File: config.mk
export PLATFORM = sky130hd
export DESIGN_NAME = alu_with_flags_flat
export DESIGN_NICKNAME = d
export VERILOG_FILES = /design/src/rtl/afl_pkg.sv /design/src/rtl/afl_req_if.sv /design/src/rtl/afl_rsp_if.sv /design/src/rtl/alu_with_flags.sv /design/src/flat_wrapper.sv
export SDC_FILE = /design/constraint.sdc
export NUM_CORES = 1
export LEC_CHECK = 0
export ABC_AREA = 1
export BUFFER_PORTS_ARGS = -buffer_cell sky130_fd_sc_hd__buf_2
export CAP_MARGIN = 20
export CORE_MARGIN = 4
export CORE_UTILIZATION = 45
export DETAILED_ROUTE_END_ITERATION = 7
export PLACE_DENSITY_LB_ADDON = 0.12
export SKIP_LAST_GASP = 1
export SYNTH_ARGS = -nofsm -noshare
export SYNTH_HDL_FRONTEND = slang
export SYNTH_SLANG_ARGS = --single-unit
File: constraint.sdc
create_clock -name clk_i -period 3.6 [get_ports clk_i]
set_clock_uncertainty 0.2 [all_clocks]
set_input_delay 0.36 -clock clk_i [delete_from_list [all_inputs] [get_ports clk_i]]
set_output_delay 0.36 -clock clk_i [all_outputs]
set_load 0.03 [all_outputs]
File: src/rtl/afl_pkg.sv
// ----------------------------------------------------------------------------
// afl_pkg: shared types for the ALU with flags
// Opcode encoding, data width and the request and response payloads.
// ----------------------------------------------------------------------------
package afl_pkg;

  localparam int unsigned DataWidth = 8;

  typedef logic [DataWidth-1:0] afl_data_t;

  typedef enum logic [3:0] {
    FN_ADD   = 4'd0,
    FN_ADC   = 4'd1,
    FN_SUB   = 4'd2,
    FN_SBC   = 4'd3,
    FN_AND   = 4'd4,
    FN_OR    = 4'd5,
    FN_XOR   = 4'd6,
    FN_NEGA  = 4'd7,
    FN_NEGB  = 4'd8,
    FN_NOTA  = 4'd9,
    FN_NOTB  = 4'd10,
    FN_ASL   = 4'd11,
    FN_LSR   = 4'd12,
    FN_ROL   = 4'd13,
    FN_ROR   = 4'd14,
    FN_RESET = 4'd15
  } afl_func_e;

  typedef struct packed {
    afl_func_e func;
    afl_data_t opnd_a;
    afl_data_t opnd_b;
    afl_data_t accu_in;
    logic      zero_in;
    logic      sign_in;
    logic      carry_in;
    logic      ovf_in;
  } afl_req_t;

  typedef struct packed {
    afl_data_t accu_out;
    afl_data_t a_out;
    afl_data_t b_out;
    logic      zero_out;
    logic      sign_out;
    logic      carry_out;
    logic      ovf_out;
  } afl_rsp_t;

endpackage

File: src/rtl/afl_req_if.sv
// ----------------------------------------------------------------------------
// afl_req_if: request channel of the ALU with flags
// Valid/ready channel carrying one instruction with its operands and flags.
// ----------------------------------------------------------------------------
interface afl_req_if;
  import afl_pkg::*;

  logic     valid;
  logic     ready;
  afl_req_t data;

  modport source (output valid, output data, input ready);
  modport sink   (input valid, input data, output ready);

endinterface

File: src/rtl/afl_rsp_if.sv
// ----------------------------------------------------------------------------
// afl_rsp_if: response channel of the ALU with flags
// Valid/ready channel carrying the new accumulator, operands and flags.
// ----------------------------------------------------------------------------
interface afl_rsp_if;
  import afl_pkg::*;

  logic     valid;
  logic     ready;
  afl_rsp_t data;

  modport source (output valid, output data, input ready);
  modport sink   (input valid, input data, output ready);

endinterface

File: src/rtl/alu_with_flags.sv
// ----------------------------------------------------------------------------
// alu_with_flags: 8-bit ALU with zero, sign, carry and overflow flags
//
//   channel  dir  payload                                   handshake
//   req_i    in   func, opnd_a, opnd_b, accu_in, Z S C V    valid/ready
//   rsp_o    out  accu_out, a_out, b_out, Z S C V           valid/ready
//
// One instruction per cycle sustained while the response is not stalled. The
// response is offered once the instruction has passed the input register, then
// the result register.
// The operation is a single 9-bit add, a negate/invert or a logic/shift select.
// Reset clears both valid bits; payload registers are not reset.
// A stalled response holds; the input register still takes one more
// instruction, and req_i.ready drops only when both registers are full.
// ----------------------------------------------------------------------------
module alu_with_flags
  import afl_pkg::*;
(
  input  logic clk_i,
  input  logic rst_ni,
  afl_req_if.sink   req_i,
  afl_rsp_if.source rsp_o
);

  localparam int unsigned Msb = DataWidth - 1;

  logic     in_valid_q;
  afl_req_t in_data_q;
  logic     out_valid_q;
  afl_rsp_t out_data_q;
  afl_rsp_t out_data_d;

  logic out_ready;
  logic in_ready;

  assign out_ready   = !out_valid_q || rsp_o.ready;
  assign in_ready    = !in_valid_q || out_ready;
  assign req_i.ready = in_ready;

  // Input register
  always_ff @(posedge clk_i or negedge rst_ni) begin
    if (!rst_ni) begin
      in_valid_q <= 1'b0;
    end else if (in_ready) begin
      in_valid_q <= req_i.valid;
    end
  end

  always_ff @(posedge clk_i) begin
    if (in_ready && req_i.valid) begin
      in_data_q <= req_i.data;
    end
  end

  // Operation
  afl_data_t      addend;
  logic           cin;
  logic [Msb+1:0] sum;

  always_comb begin
    addend = (in_data_q.func == FN_SUB || in_data_q.func == FN_SBC) ?
             ~in_data_q.opnd_b : in_data_q.opnd_b;
    case (in_data_q.func)
      FN_ADD:  cin = 1'b0;
      FN_SUB:  cin = 1'b1;
      default: cin = in_data_q.carry_in;
    endcase
    sum = {1'b0, in_data_q.opnd_a} + {1'b0, addend} + {{DataWidth{1'b0}}, cin};
  end

  always_comb begin
    out_data_d.accu_out  = in_data_q.accu_in;
    out_data_d.a_out     = in_data_q.opnd_a;
    out_data_d.b_out     = in_data_q.opnd_b;
    out_data_d.zero_out  = in_data_q.zero_in;
    out_data_d.sign_out  = in_data_q.sign_in;
    out_data_d.carry_out = in_data_q.carry_in;
    out_data_d.ovf_out   = in_data_q.ovf_in;
    unique case (in_data_q.func)
      FN_ADD, FN_ADC, FN_SUB, FN_SBC: begin
        out_data_d.accu_out  = sum[Msb:0];
        out_data_d.carry_out = sum[Msb+1];
        // same-sign addends giving a result of the other sign
        out_data_d.ovf_out   = (in_data_q.opnd_a[Msb] == addend[Msb]) &&
                               (addend[Msb] != sum[Msb]);
        out_data_d.zero_out  = (sum[Msb:0] == '0);
        out_data_d.sign_out  = sum[Msb];
      end
      FN_AND, FN_OR, FN_XOR: begin
        if (in_data_q.func == FN_AND) begin
          out_data_d.accu_out = in_data_q.opnd_a & in_data_q.opnd_b;
        end else if (in_data_q.func == FN_OR) begin
          out_data_d.accu_out = in_data_q.opnd_a | in_data_q.opnd_b;
        end else begin
          out_data_d.accu_out = in_data_q.opnd_a ^ in_data_q.opnd_b;
        end
        out_data_d.zero_out = (out_data_d.accu_out == '0);
        out_data_d.sign_out = out_data_d.accu_out[Msb];
      end
      FN_NEGA: out_data_d.a_out = ~in_data_q.opnd_a + afl_data_t'(1);
      FN_NEGB: out_data_d.b_out = ~in_data_q.opnd_b + afl_data_t'(1);
      FN_NOTA: out_data_d.a_out = ~in_data_q.opnd_a;
      FN_NOTB: out_data_d.b_out = ~in_data_q.opnd_b;
      FN_ASL: begin
        out_data_d.accu_out  = {in_data_q.opnd_a[Msb-1:0], 1'b0};
        out_data_d.carry_out = in_data_q.opnd_a[Msb];
      end
      FN_LSR: out_data_d.accu_out = {1'b0, in_data_q.opnd_a[Msb:1]};
      FN_ROL: begin
        out_data_d.accu_out  = {in_data_q.opnd_a[Msb-1:0], in_data_q.carry_in};
        out_data_d.carry_out = in_data_q.opnd_a[Msb];
      end
      FN_ROR: begin
        out_data_d.accu_out  = {in_data_q.carry_in, in_data_q.opnd_a[Msb:1]};
        out_data_d.carry_out = in_data_q.opnd_a[0];
      end
      FN_RESET: out_data_d = '0;
    endcase
  end

  // Result register
  always_ff @(posedge clk_i or negedge rst_ni) begin
    if (!rst_ni) begin
      out_valid_q <= 1'b0;
    end else if (out_ready) begin
      out_valid_q <= in_valid_q;
    end
  end

  always_ff @(posedge clk_i) begin
    if (out_ready && in_valid_q) begin
      out_data_q <= out_data_d;
    end
  end

  assign rsp_o.valid = out_valid_q;
  assign rsp_o.data  = out_data_q;

endmodule

File: src/flat_wrapper.sv
// flat-port wrapper written by rule: the top's interface ports become plain ports
module alu_with_flags_flat import afl_pkg::*;
  (clk_i, rst_ni, req_i_valid, req_i_data, req_i_ready, rsp_o_valid, rsp_o_data, rsp_o_ready);
  afl_req_if req_i_i ();
  afl_rsp_if rsp_o_i ();
  input  logic clk_i;
  input  logic rst_ni;
  input wire logic [$bits(req_i_i.valid)-1:0] req_i_valid;
  input wire logic [$bits(req_i_i.data)-1:0] req_i_data;
  output wire logic [$bits(req_i_i.ready)-1:0] req_i_ready;
  output wire logic [$bits(rsp_o_i.valid)-1:0] rsp_o_valid;
  output wire logic [$bits(rsp_o_i.data)-1:0] rsp_o_data;
  input wire logic [$bits(rsp_o_i.ready)-1:0] rsp_o_ready;
  assign req_i_i.valid = req_i_valid;
  assign req_i_i.data = req_i_data;
  assign req_i_ready = req_i_i.ready;
  assign rsp_o_valid = rsp_o_i.valid;
  assign rsp_o_data = rsp_o_i.data;
  assign rsp_o_i.ready = rsp_o_ready;
  alu_with_flags u_core (.clk_i(clk_i), .rst_ni(rst_ni), .req_i(req_i_i), .rsp_o(rsp_o_i));
endmodule
Word level (Yosys, flattened, before mapping)
Cells that the tools add are included.
Word-level totals
  bits in registers: 62
  bits in latches: 0
  RAM bits: 0
  bits in read-only memories: 0
  logic and storage cells: 68
  memories: 0
Operators by class
  add/subtract/negate cells: 4
  $mul: 0
  div/mod/pow operators: 0
  magnitude comparators: 0
  equal/unequal tests: 17
  shift-type cells: 0
  muxes and demuxes: 11
  bitwise logic cells: 5
  reductions and logical operators: 14
Operators by type and width (count)
  $pmux W8 S7: 1
  $pmux W8 S3: 2
  $eq A4 B4 Y1 const B: 8
  $mux W8: 4
  $add A8 B1 Y8 const B: 2
  $eq A4 B3 Y1 const B: 4
  $logic_not A8 Y1: 2
  $not A8 Y8: 2
  $add A8 B8 Y9: 1
  $add A9 B1 Y9: 1
  $and A8 B8 Y8: 1
  $eq A4 B2 Y1 const B: 2
  $or A8 B8 Y8: 1
  $xor A8 B8 Y8: 1
  $pmux W2 S3: 1
  $eq A4 B1 Y1 const B: 1
  $logic_not A4 Y1: 1
  $pmux W1 S2: 2
  $pmux W1 S4: 1
  $reduce_or A4 Y1: 1
  $logic_and A1 B1 Y1: 3
  $logic_or A1 B1 Y1: 3
  $reduce_or A3 Y1: 1
  $logic_not A1 Y1: 2
  other kinds (3): 3

Depth between registers and ports, before layout
  depth after elaboration: 8
  gate-level depth with buffers: 16
  mapped depth without buffers: 15

Worst setup path before layout
No wires, ideal clock.
  path type: register to register
  start: reg u_core.in_data_q[31] (netlist name)
  end: reg u_core.out_data_q (netlist bit u_core.rsp_o.data[1]), data pin
  library setup time: 0.263 ns
  arrival: 2.555 ns
  data required time: 3.137 ns
  path slack: 0.582 ns
  cell stages (with the launch flop): 16
  buffers on the path: 0
  clock period less this slack: 3.018 ns
  cell sequence: edfxtp_1 -> nor2_1 -> nand2_2 -> xor2_1 -> fa_1 -> fa_1 -> nand2_1 -> nand2_1 -> nand3b_1 -> nand2_1 -> nand2_1 -> nand2_1 -> nand2_1 -> nand2_1 -> nand2_1 -> nand3_1
RTL lines
  from (decl): RTL line alu_with_flags.sv:28  | afl_req_t in_data_q;
  from (signal assigned): RTL line alu_with_flags.sv:51  | in_data_q <= req_i.data;
  to (signal assigned): RTL line alu_with_flags.sv:132  | out_data_q <= out_data_d;
  to (decl): RTL line alu_with_flags.sv:30  | afl_rsp_t out_data_q;

==> results.md <==
* Outcome: finished, final reports clean
* I/O pin count at 66
* Avg WL per Cell at 16.2 µm
* Gr usage total at 22.2%
* Crit-path slowest cell: edfxtp_1
* Post-synth cell types at 33
* Cells after synthesis at 425
* Fin. max-slew vios at 0
* Worst path cell trace: nor2_1 > nand2_2 > xor2_1 > fa_1 > fa_1 > nand2_1 > nand2_1 > nand3b_1 > nand2_1 > nand2_1 > nand2_1 > nand2_1 > nand2_1 > nand2_1 > nand3_1
* Commonest non-fill, non-tap cell in the layout: nand2_1
* Gpl congestion at 0.949
* Final min period at 3070 ps
* Routed wire length at 10,500 µm
* Post-synth top area share at 47.7%
* RSZ-0062 raised after global routing: false
* Finished Cell Area at 4790 µm²
* Max frequency at 325 MHz
* Synthesis Warnings at 0
* # port buffers at 65
* CTS Buffer Depth at 2
* Static leakage at 2.19 nW
* Clock sinks at 62
* Synthesized area at 3780 µm²
* Dpl ws at 566 ps
* First-pass iteration count of the detailed router at 5
* Post-synth EDFFs at 60
* ANT cells at 0
* Die area at 9920 µm²
* Power Total at 2.09 mW
* CP arrival at 2980 ps
* Post-CTS resize count at 0
* Worst-Skew Late Latency at 360 ps
* Maximum capacitance violations at 0
* Hold_ws at 17.1 ps
* Top FF cell, synth: edfxtp_1
* Final worst slack at 525 ps
* ANT nets after route at 0
* Synth Area per Inst at 8.89 µm²
* Starting Density at 46.2%
* Min-delay worst type: input port to register
* Largest net degree at the start of global routing at 33
* Relative max-transition margin at 50.6%
* Max incr delay on CP at 480 ps
* Core area at 8180 µm²
* Sum Neg Setup Slack at 0 ps
* Width of the chip at 99.6 µm
* Layout cell share with drive strength beyond 1 at 18.9%
* P per Cell Area at 436 nW/µm²
* Reg clk slew, reported paths at 70 ps
* FP Rows at 33
* Hold Fails Final Rpt at 0
* CTS tree: yes
* Gr ovfl total at 0
* CP bufs+invs at 0
* Setup Crit Path Kind: register to register
* Post-Syn Nets at 488
* Sequential fraction of the synthesis area at 49.0%
* Die extent in y at 99.6 µm
* Commonest cells after routing, fill and taps aside: nand2_1, buf_2, edfxtp_1
* Initial antenna violation count at 0
* Area Overhead vs Synth at 26.8%
* Most used cell, CP: nand2_1
* CP required at 3500 ps
* Setup crit start kind: register
* Clk root buf: clkbuf_8
* Worst VDD drop at 0.000271 V
* CP top delay family: simple AND/OR/NAND/NOR gates
* Synth Register Bits at 62
* Largest cells by area after synthesis: edfxtp_1, nand2_1, ha_1, inv_1, nand3_1
* DPL Wire Length at 7470 µm
* Post-synth ARST share at 3.23%
* H-tree depth at 3
* Final Setup Violations at 0
* Post-CTS Setup Bufs at 0
* Final Cycle Share at 85.4%
* Cell area after placement at 4260 µm²
* # DRC at 0
* Worst Max-Slew Pin Slew at 739 ps
* Routed vias/inst at 5.25
* Final net count at 599
* Initial drt markers at 215
* Vias in the first global route at 3,233
* CTS buffer count at 9
* Critical Path Fanout Max at 8
* Area leader, netlist: edfxtp_1
* First-pass GRT wire length at 16,700 µm
* Via count at 3,389
* CP Capture Type: register
## power breakdown
group / internal, mW / leakage (nW) / switching [mW]
Combinational: 0.187 / 1.50 / 0.354
Clock: 0.320 / 0.0914 / 0.298
Sequential: 0.887 / 0.600 / 0.0448
## metrics by stage
step                      cells  utilization [%]
final                       646             58.6
after global routing        646             58.6
after CTS                   646             58.6
after detailed placement    597             52.1
after global placement      597             52.1
after floorplan             425                -
## state kept, by name (all words and copies together) (netlist names)
register	count
u_core.in_data_q	32
u_core.in_valid_q	1
u_core.rsp_o.valid	1
u_core.rsp_o.data	28
## kinds of logic after synthesis
group | after synthesis | share of synthesized area (%)
adder cells (fa/ha/maj) | 27 | 9.34
buffers and inverters | 59 | 5.93
AO/OA/AOI/OAI | 55 | 9.08
AND/OR/NAND/NOR | 213 | 24.5
XOR/XNOR | 9 | 2.09
flip-flops | 62 | 49.0
## worst min-delay path, delay by kind of cell
kind,cells,cell delay (ps)
buf+inv,1,80
simple gates,2,100
## layout make-up
cell class	instances	area, µm²
sequential	62	1850
inverter	56	210
clock inverter	7	75.1
multi-input combinational	304	1710
tap	105	131
fill	744	3380
timing repair buffer	103	693
clock buffer	9	124
## path summary, 6_finish.rpt
check / from / end / slack (ps) / depth (start not counted)
worst max-delay path: u_core.in_data_q[31] / u_core.rsp_o.data[1] / 530 / 15
worst max register to register: u_core.in_data_q[31] / u_core.rsp_o.data[1] / 530 / 15
max in group asynchronous: rst_ni / u_core.in_valid_q / 2990 / 2
worst min-delay path: req_i_valid / u_core.in_valid_q / 20 / 3
worst min register to register: u_core.in_valid_q / u_core.rsp_o.valid / 300 / 2
min in group asynchronous: rst_ni / u_core.rsp_o.valid / 120 / 2
## metal layers
metal  vias up  global-route usage (%)  part of all wire [%]
li1       1668                       -                     -
met1      1544                    29.9                    45
met2       138                    33.7                    44
met3        39                    6.10                   7.1
met4         0                    9.14                   3.5
met5         -                       0                     0
## what timing repair did
item	in CTS	in global routing
endpoints found under the hold margin	34	0
setup endpoints to repair	0	0
hold buffers	33	0
## Yosys cell counts (3+ instances only)
cell type    n
nand2_1    106
edfxtp_1    60
inv_1       55
nor2_1      40
nand3_1     39
ha_1        25
a21oi_1     20
o21ai_0     10
o211ai_1     9
or2_2        9
xor2_1       9
nand3b_1     7
nor3_1       4
a31oi_1      3
o31ai_1      3
No activity file was read; power rests on OpenSTA's default activity.
